[src/rtl/glos_pkg.sv]
// shared types and constants for the grid line-of-sight block
package glos_pkg;

  localparam int COORD_W     = 6;
  localparam int LEVEL_W     = 2;
  localparam int ERR_W       = 9;
  localparam int CMDQ_DEPTH  = 2;

  localparam int GRID_WIDTH_DEF  = 64;
  localparam int GRID_HEIGHT_DEF = 64;
  localparam int LEVEL_COUNT_DEF = 4;

  localparam logic KIND_WRITE = 1'b0;
  localparam logic KIND_QUERY = 1'b1;

  typedef struct packed {
    logic               kind;
    logic [LEVEL_W-1:0] level;
    logic [COORD_W-1:0] from_x;
    logic [COORD_W-1:0] from_y;
    logic [COORD_W-1:0] to_x;
    logic [COORD_W-1:0] to_y;
    logic               opaque_bit;
  } in_t;

  typedef struct packed {
    logic answered_kind;
    logic visible;
  } out_t;

  // classified command handed from front to back
  typedef struct packed {
    logic               is_query;
    logic               wr_ok;
    logic               lvl_ok;
    logic               opaque;
    logic [LEVEL_W-1:0] level;
    logic [COORD_W-1:0] fx;
    logic [COORD_W-1:0] fy;
    logic [COORD_W-1:0] tx;
    logic [COORD_W-1:0] ty;
    logic [COORD_W-1:0] dx;
    logic [COORD_W-1:0] dy;
    logic               sx_neg;
    logic               sy_neg;
  } cmd_t;

  // queue status seen by the back end
  typedef struct packed {
    logic valid;
    logic pop;
  } cmdq_ctl_t;

  // back end status seen by the top level
  typedef struct packed {
    logic clearing;
    logic cmd_pop;
  } back_stat_t;

endpackage

[src/rtl/glos_front.sv]
// front end: classifies an incoming item into a walk or write command
module glos_front #(
  parameter int GRID_WIDTH  = glos_pkg::GRID_WIDTH_DEF,
  parameter int GRID_HEIGHT = glos_pkg::GRID_HEIGHT_DEF,
  parameter int LEVEL_COUNT = glos_pkg::LEVEL_COUNT_DEF
) (
  input  glos_pkg::in_t  item_i,
  output glos_pkg::cmd_t cmd_o
);

  logic lvl_ok;
  logic x_ok;
  logic y_ok;

  assign lvl_ok = 32'(item_i.level) < LEVEL_COUNT;
  assign x_ok   = 32'(item_i.from_x) < GRID_WIDTH;
  assign y_ok   = 32'(item_i.from_y) < GRID_HEIGHT;

  always_comb begin
    cmd_o.is_query = (item_i.kind == glos_pkg::KIND_QUERY);
    cmd_o.wr_ok    = (item_i.kind == glos_pkg::KIND_WRITE) && lvl_ok && x_ok && y_ok;
    cmd_o.lvl_ok   = lvl_ok;
    cmd_o.opaque   = item_i.opaque_bit;
    cmd_o.level    = item_i.level;
    cmd_o.fx       = item_i.from_x;
    cmd_o.fy       = item_i.from_y;
    cmd_o.tx       = item_i.to_x;
    cmd_o.ty       = item_i.to_y;
    cmd_o.sx_neg   = !(item_i.from_x < item_i.to_x);
    cmd_o.sy_neg   = !(item_i.from_y < item_i.to_y);
    cmd_o.dx       = (item_i.to_x > item_i.from_x) ? item_i.to_x - item_i.from_x
                                                   : item_i.from_x - item_i.to_x;
    cmd_o.dy       = (item_i.to_y > item_i.from_y) ? item_i.to_y - item_i.from_y
                                                   : item_i.from_y - item_i.to_y;
  end

endmodule

[config.mk]
export PLATFORM = sky130hd
export DESIGN_NAME = glos_front
export DESIGN_NICKNAME = d
export VERILOG_FILES = /design/src/rtl/glos_pkg.sv /design/src/rtl/glos_front.sv
export SDC_FILE = /design/constraint.sdc
export NUM_CORES = 1
export LEC_CHECK = 0
export ABC_AREA = 1
export BUFFER_PORTS_ARGS = -buffer_cell sky130_fd_sc_hd__buf_4
export CORE_ASPECT_RATIO = 1.25
export CORE_UTILIZATION = 40
export DETAILED_ROUTE_END_ITERATION = 16
export PLACE_DENSITY_LB_ADDON = 0.25
export SLEW_MARGIN = 20
export SYNTH_ARGS = -nofsm -noshare
export SYNTH_HDL_FRONTEND = slang
export SYNTH_SLANG_ARGS = --single-unit
[constraint.sdc]
create_clock -name vclk -period 1.5
set_input_delay 0.225 -clock vclk [all_inputs]
set_output_delay 0.225 -clock vclk [all_outputs]
set_load 0.02 [all_outputs]
==> metrics.cfg <==
[floorplanning]
start_util_pct = 42.3
dieArea_um2 = 3970
io_pins = 72
die_w_um = 56.5
core_area_um2 = 3510
rows = 24
die_h_um = 70.2

[placement]
dpl_worst_slack_ns = -0.309
place_area_um2 = 2180
dp_hpwl_um = 3100
routabilityCongestion = 0.860
port_buffers = 65

[cells_and_area]
clkbuf_count = 0
final_area_um2 = 2600
seq_cell_count = 0
final_cell_mix = 75 x buf_4, 43 x nand2_1, 42 x inv_1
antenna_cells = 0
final_nets = 377
final_core_util_pct = 74.1
area_delta_synth_final_pct = 75.2
drive_above_1_share_pct = 57.4
seqCellArea_um2 = 0
final_common_cell = buf_4

[critical_path]
end_kind = primary output
critPathArrivalTime_ns = 1.52
cp-start-kind = input pin
path_cells = buf_8, ha_1, fa_2, o21ai_1, nand2_1, nand2_1, nand2_1, nand2_2, buf_6
crit_path_max_fanout = 4
crit_slowest_cell = fa_2
crit_required_ns = 1.27
cpMostUsedCell = nand2_1
max_stage_delay_ns = 0.41
critPathKind = input pin to primary output

[route]
drc_errors = 0
drtPass1Iterations = 4
drtIter0Drc = 75
vias = 1715
wl_per_cell_um = 11.9
wl_um = 4270
vias_per_cell = 4.79
ant_nets = 0

[pwr]
p_per_area_nw_per_um2 = 510
finalPower_uw = 1330
peakVddDrop_mv = 0.404
p_leak_uw = 0.00140

[global_routing]
grt_max_degree = 9
grt_pass1_vias = 1670
grt_first_pass_wirelength_um = 6530
antenna_found_initial = 0
grt.overflow.total = 0
track_usage_pct = 19.4

[timing]
setup_ws_ns = -0.240
period_minus_slack_ns = 1.74
fmax_mhz = 575
post-route-period-util_pct = 116
final_hold_viol_count = 0
rsz0062_at_grt = yes
slew_viol_final = 0
finalSetupViolations = 12

[run]
cap_violations = 0

[yosys]
ys_types = 22
syn_nets = 303
syn_area_um2 = 1490
synthCells = 247
seq_area_frac_synth_pct = 0
yosysWarnings = 0
synth_area_per_cell_um2 = 6.02

[status]
status = complete, but fails checks
violations = setup timing

[clocking]
ctsHoldBuffers = 0

[min_path]
min_path_type = input pin to primary output

cell families (layout without fill, tap and decap cells):
group                    count (synthesis)  after routing  synth area share, %
buffers and inverters                   90            162                 30.4
other                                    1              1                0.252
XOR/XNOR                                 6              6                 3.54
AND/OR/NAND/NOR                         98             98                 31.3
AO/OA/AOI/OAI                           24             24                 8.92
adder cells (fa/ha/maj)                 28             28                 25.6
critical path, delay by kind of cell:
kind / cells / cell delay, ns
adder cells (fa/ha/maj): 2 / 0.63
AND/OR/NAND/NOR: 4 / 0.26
buffers and inverters: 2 / 0.21
AO/OA/AOI/OAI: 1 / 0.19
routing by layer:
| metal | global-route usage, % | vias up | wire length [um] |
|---|---|---|---|
| li1 | - | 876 | - |
| met1 | 20.0 | 784 | 1550 |
| met2 | 40.0 | 49 | 2500 |
| met3 | 2.41 | 6 | 189 |
| met4 | 3.79 | 0 | 34 |
| met5 | 0 | - | 0 |
per-stage QoR:
step | hold WS, ns | setup TNS (ns) | instances
2_1_floorplan | 0.527 | 0 | 247
3_3_place_gp | 0.450 | -3.08 | 348
3_5_place_dp | 0.450 | -3.11 | 348
4_1_cts | 0.450 | -2.24 | 357
5_1_grt | 0.450 | -3.12 | 358
6_report | 0.450 | -2.40 | 358
what timing repair did:
action / CTS / global route
setup endpoints to repair: 12 / 12
setup buffers: 10 / 2
resized for setup: 50 / 40
hold endpoints to repair: 0 / 0
pin swaps: 18 / 23
Yosys cell counts (4+ instances only):
master,n,share of area [%]
inv_1,57,14
xor2_1,4,2.4
nand2_1,59,15
o21ai_1,6,2.0
fa_1,4,5.4
nor2_1,8,2.0
buf_4,30,15
ha_1,24,20
nand3_1,12,4.0
nand2_2,5,2.1
a21oi_1,12,4.0
nand4_1,6,2.5
nand3_2,4,2.7
worst paths after layout:
| kind | start | to | slack (ns) | depth (start not counted) |
|---|---|---|---|---|
| min | item_i[25] | cmd_o[38] | 0.45 | 0 |
| max | item_i[7] | cmd_o[12] | -0.24 | 9 |
power breakdown:
part / total (uW) / switching [uW] / internal (uW)
clock network: 0 / 0 / 0
registers: 0 / 0 / 0
logic: 1330 / 691 / 636
final cells by class:
class / count / area, um^2
Fill cell: 256 / 910
Inverter: 59 / 239
Tap cell: 39 / 48.8
Multi-Input combinational cell: 157 / 1420
Timing Repair Buffer: 103 / 897
(Power assumes the default switching activity.)
