### config.mk
export PLATFORM = sky130hd
export DESIGN_NAME = glos_cmdq
export DESIGN_NICKNAME = d
export VERILOG_FILES = /design/src/rtl/glos_pkg.sv /design/src/rtl/glos_cmdq.sv
export SDC_FILE = /design/constraint.sdc
export NUM_CORES = 1
export LEC_CHECK = 0
export BUFFER_PORTS_ARGS = -buffer_cell sky130_fd_sc_hd__buf_2
export CAP_MARGIN = 20
export CORE_ASPECT_RATIO = 1.1
export CORE_UTILIZATION = 46
export CTS_BUF_LIST = sky130_fd_sc_hd__clkbuf_8 sky130_fd_sc_hd__clkbuf_16
export CTS_CLUSTER_DIAMETER = 150
export DETAILED_ROUTE_END_ITERATION = 8
export MAX_ROUTING_LAYER = met4
export PLACE_DENSITY = 0.79
export SLEW_MARGIN = 15
export SYNTH_ARGS = -nofsm -noshare
export SYNTH_HDL_FRONTEND = slang
export SYNTH_SLANG_ARGS = --single-unit
### constraint.sdc
create_clock -name clk_i -period 2.9 [get_ports clk_i]
set_clock_uncertainty 0.15 [all_clocks]
set_input_delay 0.58 -clock clk_i [delete_from_list [all_inputs] [get_ports clk_i]]
set_output_delay 0.58 -clock clk_i [all_outputs]
set_load 0.005 [all_outputs]
### src/rtl/glos_pkg.sv
// shared types and constants for the grid line-of-sight block
package glos_pkg;

  localparam int COORD_W     = 6;
  localparam int LEVEL_W     = 2;
  localparam int ERR_W       = 9;
  localparam int CMDQ_DEPTH  = 2;

  localparam int GRID_WIDTH_DEF  = 64;
  localparam int GRID_HEIGHT_DEF = 64;
  localparam int LEVEL_COUNT_DEF = 4;

  localparam logic KIND_WRITE = 1'b0;
  localparam logic KIND_QUERY = 1'b1;

  typedef struct packed {
    logic               kind;
    logic [LEVEL_W-1:0] level;
    logic [COORD_W-1:0] from_x;
    logic [COORD_W-1:0] from_y;
    logic [COORD_W-1:0] to_x;
    logic [COORD_W-1:0] to_y;
    logic               opaque_bit;
  } in_t;

  typedef struct packed {
    logic answered_kind;
    logic visible;
  } out_t;

  // classified command handed from front to back
  typedef struct packed {
    logic               is_query;
    logic               wr_ok;
    logic               lvl_ok;
    logic               opaque;
    logic [LEVEL_W-1:0] level;
    logic [COORD_W-1:0] fx;
    logic [COORD_W-1:0] fy;
    logic [COORD_W-1:0] tx;
    logic [COORD_W-1:0] ty;
    logic [COORD_W-1:0] dx;
    logic [COORD_W-1:0] dy;
    logic               sx_neg;
    logic               sy_neg;
  } cmd_t;

  // queue status seen by the back end
  typedef struct packed {
    logic valid;
    logic pop;
  } cmdq_ctl_t;

  // back end status seen by the top level
  typedef struct packed {
    logic clearing;
    logic cmd_pop;
  } back_stat_t;

endpackage

### src/rtl/glos_cmdq.sv
// short command queue between front and back end
module glos_cmdq (
  input  logic           clk_i,
  input  logic           rst_ni,
  input  logic           push_i,
  input  glos_pkg::cmd_t wdata_i,
  output logic           full_o,
  input  logic           pop_i,
  output glos_pkg::cmd_t rdata_o,
  output logic           valid_o
);

  localparam int PW = (glos_pkg::CMDQ_DEPTH > 1) ? $clog2(glos_pkg::CMDQ_DEPTH) : 1;
  localparam int CW = $clog2(glos_pkg::CMDQ_DEPTH + 1);

  glos_pkg::cmd_t slot_q [glos_pkg::CMDQ_DEPTH];
  logic [PW-1:0]  wptr_q, wptr_d;
  logic [PW-1:0]  rptr_q, rptr_d;
  logic [CW-1:0]  cnt_q, cnt_d;
  logic           do_push;
  logic           do_pop;

  assign full_o  = (cnt_q == CW'(glos_pkg::CMDQ_DEPTH));
  assign valid_o = (cnt_q != '0);
  assign rdata_o = slot_q[rptr_q];
  assign do_push = push_i && !full_o;
  assign do_pop  = pop_i && valid_o;

  always_comb begin
    wptr_d = wptr_q;
    rptr_d = rptr_q;
    cnt_d  = cnt_q;
    if (do_push) begin
      wptr_d = (32'(wptr_q) == glos_pkg::CMDQ_DEPTH - 1) ? '0 : wptr_q + 1'b1;
    end
    if (do_pop) begin
      rptr_d = (32'(rptr_q) == glos_pkg::CMDQ_DEPTH - 1) ? '0 : rptr_q + 1'b1;
    end
    case ({do_push, do_pop})
      2'b10:   cnt_d = cnt_q + 1'b1;
      2'b01:   cnt_d = cnt_q - 1'b1;
      default: cnt_d = cnt_q;
    endcase
  end

  always_ff @(posedge clk_i or negedge rst_ni) begin
    if (!rst_ni) begin
      wptr_q <= '0;
      rptr_q <= '0;
      cnt_q  <= '0;
    end else begin
      wptr_q <= wptr_d;
      rptr_q <= rptr_d;
      cnt_q  <= cnt_d;
    end
  end

  always_ff @(posedge clk_i) begin
    if (do_push) begin
      slot_q[wptr_q] <= wdata_i;
    end
  end

endmodule

==> flow_summary.json, run 1 <==
{
  "tightest_slew_ns": 0.670,
  "dp_hpwl_um": 3560,
  "avgSynthCellArea_um2": 22.0,
  "cp.required_ns": 2.17,
  "grt_pass1_wl_um": 8080,
  "fillCellCount": 561,
  "drv_slew": 0,
  "yosys-top-cells-area": "edfxtp_1 78%, mux2_2 14%, dfrtp_1 2.9%",
  "min_to": "slot_q[1][0]",
  "slowest_delay_ns": 0.69,
  "yosysMostFrequentCell": "edfxtp_1",
  "yosys.area_share.simple_pct": 1.14,
  "multiInputGateArea_um2": 611,
  "hold_ws_ns": 0.273,
  "r2r_cells": 4,
  "grt_pass1_vias": 1738,
  "ios": 94,
  "synth_compound_area_share_pct": 0,
  "powerDensity_nw_per_um2": 930,
  "crit_type": "flip-flop to output pin",
  "arrival_ns": 1.79,
  "synth-seq-cells": 92,
  "power.leakage_nw": 1.59,
  "port_buffers": 93,
  "drt_iter0_drc": 75,
  "setup-tns-final_ns": 0,
  "synthFlopType": "edfxtp_1",
  "synth-warning-count": 0,
  "whs_path_depth": 1,
  "setup_viol": 0,
  "cts-root-buf": "clkbuf_8",
  "worstSetupPathDepth": 3,
  "drc_errors": 14,
  "grt_max_degree": 26,
  "worstSetupStartpointType": "flip-flop",
  "path_buf_inv": 2,
  "failed_checks": "DRC",
  "die_h_um": 92.2,
  "min-delay-start": "wdata_i[0]",
  "ys_seq_area_share_pct": 80.6,
  "path_cells": "buf_12, mux2_2, buf_2",
  "initial_utilization_pct": 48.0,
  "die-width_um": 84.0,
  "critPathMaxFanout": 25,
  "synthMuxAreaShare_pct": 14.9,
  "crit_family": "flip-flops",
  "dr.pass1.iters": 6,
  "synth_enable_flop_cells": 88,
  "cts_tree": "built",
  "fp.coreArea_um2": 7090,
  "cts_resized": 0,
  "place.gp.congestion": 0.735,
  "rsz0062_at_grt": "no",
  "cts_buffer_depth": 2,
  "relSlewSlack_pct": 55.2,
  "seqCellArea_um2": 2740,
  "row_count": 32,
  "numCtsBuffers": 9,
  "area_growth_pct": 23.2,
  "antenna_found_initial": 0,
  "postLayoutCellArea_um2": 4190,
  "grt_usage_pct": 14.7,
  "drv_cap": 0,
  "synth_cell_type_count": 15,
  "netlist_area_um2": 3400,
  "cts_htree_levels": 3,
  "nets": 307,
  "r2r_setup_slack_ns": 0.92,
  "pre_cts_ws_ns": 0.722,
  "ant_nets": 0,
  "synth_xor_area_share_pct": 1.29,
  "path_clk_slew_ns": 0.09,
  "async_reset_ff_share_pct": 4.35,
  "synthTopCellsByCount": "88 x edfxtp_1, 41 x mux2_2, 5 x buf_6, 4 x dfrtp_1",
  "drive_gt1_share_pct": 60.1,
  "critPathCaptureType": "output pin",
  "reg2reg_from": "cnt_q[0]",
  "post-cts-setup-buffer-count": 0,
  "diodes": 0,
  "worst_slack_ns": 0.382,
  "gr-total-overflow": 0,
  "totalWireLength_um": 5350,
  "placed_cell_area_um2": 3990,
  "routedWlPerCell_um": 15.4,
  "final_util_pct": 59.2,
  "finalCritPeriodShare_pct": 86.8,
  "cpMaxStageDelayCell": "dfrtp_2",
  "syn_inst": 155,
  "fmax_ghz": 0.397,
  "vias_per_cell": 4.90,
  "hp-class": "input pin to flip-flop",
  "yosys.area.top_type": "edfxtp_1",
  "die-area_um2": 7750,
  "clk_latency_ns": 0.34,
  "synth_top_family_by_area": "multiplexers",
  "r2r_end": "slot_q[0][31]",
  "synth.top_cell.area_share_pct": 77.6,
  "status": "finished with violations",
  "num_vias": 1704,
  "clock_sinks": 92,
  "syn_nets": 204,
  "synthAdderAreaFrac_pct": 0.368,
  "ir_drop_uv": 490,
  "hold_viol": 0,
  "fin_crit_ns": 2.52
}
==> stage by stage <==
stage,total power [W],instances
after detailed placement,0.00315,331
after floorplan,0.00269,155
after CTS,0.00396,348
final,0.00390,348
after global routing,0.00411,348
after global placement,0.00311,331
==> placed cells by master, fill, tap and decap left out <==
cell type      synthesis  final
nor2_1                 2      1
xor2_1                 2      2
inv_1                  1      3
mux2_4                 3      3
clkinvlp_4             0      3
and3_2                 0      1
mux2_2                41     41
bufinv_16              0      1
buf_12                 0      3
xnor2_1                3      3
buf_2                  0     93
dlygate4sd3_1          0      1
clkbuf_8               0      9
or2_1                  1      1
inv_6                  0      1
dfrtp_2                0      1
dfrtp_1                4      3
and2_4                 1      1
nor2_4                 0      1
nand2b_1               1      1
edfxtp_1              88     88
nand2_1                1      1
ha_1                   1      1
==> layer usage <==
layer	vias to the layer above	GRT usage, %	routed length, um
met1	820	16.6	2230
li1	809	-	-
met3	7	4.77	318
met5	-	-	0
met2	68	24.5	2750
met4	0	5.60	55
==> final cells by class <==
cell class,instances,share of cell area [%]
flip-flops and latches,92,65.4
multi-input cells,57,14.6
repair buffers,97,12.8
clock buffers,9,2.95
well taps,85,2.54
clock inverters,7,1.64
inverters,1,0.0895
==> worst register-to-register path, cell delays in order (launching register included) <==
cell and delay, ns:
dfrtp_1 0.41, nand2b_1 0.16, nand2_1 0.14, nor2_4 0.55, buf_12 0.27
==> timing repair <==
action,in CTS,in global routing
endpoints found under the setup margin,0,0
endpoints found under the hold margin,4,0
hold buffers,1,0
==> worst max-delay path by stage <==
stage,start,to,slack [ns]
2_1_floorplan,push_i,slot_q[0][0],0.51
5_1_grt,rptr_q,rdata_o[32],0.26
3_5_place_dp,rptr_q,rdata_o[30],0.72
3_3_place_gp,rptr_q,rdata_o[32],0.72
6_report,rptr_q,rdata_o[32],0.38
4_1_cts,rptr_q,rdata_o[38],0.34
==> state kept, by name, indices dropped and copies added, names as in the netlist <==
name and cells:
slot_q 88, cnt_q 2, rptr_q 1, wptr_q 1
==> cells by family (layout without fill, tap and decap cells) <==
kind of cell	count (synthesis)	in the layout
multiplexers	44	44
buffers and inverters	6	114
XOR/XNOR	5	5
AND/OR/NAND/NOR	7	7
flip-flops	92	92
adder cells (fa/ha/maj)	1	1
==> report_power, final <==
| part | switching, W | total (W) | internal, W | leakage, nW |
|---|---|---|---|---|
| combinational | 0.000510 | 0.00114 | 0.000625 | 0.635 |
| clock | 0.000412 | 0.000807 | 0.000395 | 0.0945 |
| sequential | 0.000140 | 0.00196 | 0.00182 | 0.863 |
| total | 0.00106 | 0.00390 | 0.00284 | 1.59 |
Power figures use the tool's default switching activity.
==> inputs of run 2 (changes only) <==
CELL_PAD_IN_SITES_DETAIL_PLACEMENT = 1   (was unset)
CELL_PAD_IN_SITES_GLOBAL_PLACEMENT = 2   (was unset)
CORE_UTILIZATION = 34   (was 46)
PLACE_DENSITY = 0.8   (was 0.79)
==> run 2 against run 1 <==
Effect of this change:
- the flow now finishes without violations
- sequential share of layout area down 0.098 points
- fmax down 0.32%
- via count grew 1.9%
- global-route usage fell by 2.1 points
- sequential cell count is the same
- register-to-register slack gained 0.18 ns
- die area grew 34%
- largest power group unchanged
==> flow_summary.json, run 2 (same netlist as run 1, synthesis figures left out) <==
{
  "status": "completed",
  "reg2reg_from": "cnt_q[0]",
  "final_util_pct": 44.0,
  "clock_sinks": 92,
  "ant_nets": 0,
  "fin_crit_ns": 2.53,
  "postLayoutCellArea_um2": 4200,
  "drt_iter0_drc": 69,
  "post-cts-setup-buffer-count": 0,
  "placed_cell_area_um2": 4010,
  "final_cell_mix": "93 x buf_2, 88 x edfxtp_1, 41 x mux2_2",
  "r2r_setup_slack_ns": 1.10,
  "numCtsBuffers": 9,
  "dr.pass1.iters": 4,
  "drv_slew": 0,
  "drc_errors": 0,
  "cpMaxStageDelayCell": "dfrtp_2",
  "r2r_cells": 3,
  "nets": 308,
  "antenna_found_initial": 0,
  "critPathMaxFanout": 26,
  "setup_viol": 0,
  "die_h_um": 107,
  "fmax_ghz": 0.396,
  "whs_path_depth": 1,
  "setup-tns-final_ns": 0,
  "ir_drop_uv": 708,
  "grt_usage_pct": 12.6,
  "min-delay-start": "wdata_i[11]",
  "die-area_um2": 10400,
  "fillCellCount": 961,
  "drv_cap": 0,
  "arrival_ns": 1.80,
  "worstSetupStartpointType": "flip-flop",
  "diodes": 0,
  "clk_latency_ns": 0.35,
  "grt_pass1_vias": 1875,
  "path_cells": "buf_12, mux2_2, buf_2",
  "num_vias": 1737,
  "top_register": "slot_q",
  "cp.required_ns": 2.17,
  "hold_ws_ns": 0.264,
  "powerDensity_nw_per_um2": 922,
  "path_clk_slew_ns": 0.09,
  "largest_registers": "slot_q (88), cnt_q (2)",
  "totalWireLength_um": 6040,
  "rsz0062_at_grt": "no",
  "power.leakage_nw": 1.60,
  "die-width_um": 97.4,
  "routedWlPerCell_um": 15.8,
  "tightest_slew_ns": 0.604,
  "finalCritPeriodShare_pct": 87.1,
  "cts-root-buf": "clkbuf_8",
  "grt_max_degree": 45,
  "min_to": "slot_q[1][11]",
  "cts_htree_levels": 3,
  "hold_viol": 0,
  "hp-class": "input pin to flip-flop",
  "initial_utilization_pct": 35.7,
  "multiInputGateArea_um2": 611,
  "relSlewSlack_pct": 59.7,
  "grt_pass1_wl_um": 9360,
  "row_count": 37,
  "ios": 94,
  "fp.coreArea_um2": 9540,
  "area_growth_pct": 23.3,
  "r2r_end": "slot_q[1][0]",
  "crit_type": "flip-flop to output pin",
  "critPathCaptureType": "output pin",
  "drive_gt1_share_pct": 58.7,
  "cts_tree": "built",
  "port_buffers": 93,
  "seqCellArea_um2": 2740,
  "dp_hpwl_um": 4000,
  "place.gp.congestion": 0.653,
  "largest_register_ffs": 88,
  "layout_commonest_cell": "buf_2",
  "cts_buffer_depth": 2,
  "gr-total-overflow": 0,
  "slowest_delay_ns": 0.68,
  "vias_per_cell": 4.56
}
[run 2: cell count changes in the layout (fill, tap and decap cells not counted)]
cell | before | now
buf_12 | 3 | 1
buf_4 | 0 | 3
clkinv_1 | 0 | 2
clkinvlp_4 | 3 | 0
inv_1 | 3 | 5
inv_6 | 1 | 0
[run 2: area by class of cell]
type                       instances  share of cell area, %
sequential                        92                   65.3
multi-input combinational         57                   14.5
tap                              117                   3.49
timing repair buffer              98                   12.3
inverter                           1                 0.0894
clock inverter                     7                   1.25
clock buffer                       9                   2.95
[run 2: stage by stage]
stage               worst slack, ns  total power (W)  cells
CTS                           0.302          0.00395    381
global route                  0.239          0.00410    381
finish                        0.374          0.00387    381
detailed placement            0.702          0.00315    364
floorplan                     0.510          0.00269    155
global placement              0.719          0.00312    364
[run 2: report_power, final]
group / switching (W) / total (W) / internal, W
sequential: 0.000134 / 0.00195 / 0.00182
clock: 0.000404 / 0.000785 / 0.000381
combinational: 0.000524 / 0.00113 / 0.000608
[run 2: metal layers]
layer	wire, um	track usage [%]	share of wire, %
met5	0	-	0
met4	102	6.93	1.7
met3	301	3.00	5.0
met2	3100	20.4	51
met1	2530	14.5	42
[run 2: how the worst max path moves through the flow]
stage,slack (ns),startpoint,depth (start not counted),to
after CTS,0.30,rptr_q,3,rdata_o[11]
final,0.37,rptr_q,3,rdata_o[11]
after floorplan,0.51,push_i,2,slot_q[0][0]
after global routing,0.24,rptr_q,3,rdata_o[11]
after global placement,0.72,rptr_q,3,rdata_o[11]
after detailed placement,0.70,rptr_q,3,rdata_o[11]
[run 2: repair_timing]
| item | CTS | global route |
|---|---|---|
| hold buffers | 1 | 0 |
| hold endpoints to repair | 4 | 0 |
| resized for setup | 0 | 0 |
[run 2: worst max-delay path: cells and delay by family, from the launching register on]
kind                   cells  cell delay, ns
buffers and inverters      2            0.39
muxes                      1            0.37
DFF                        1            0.68
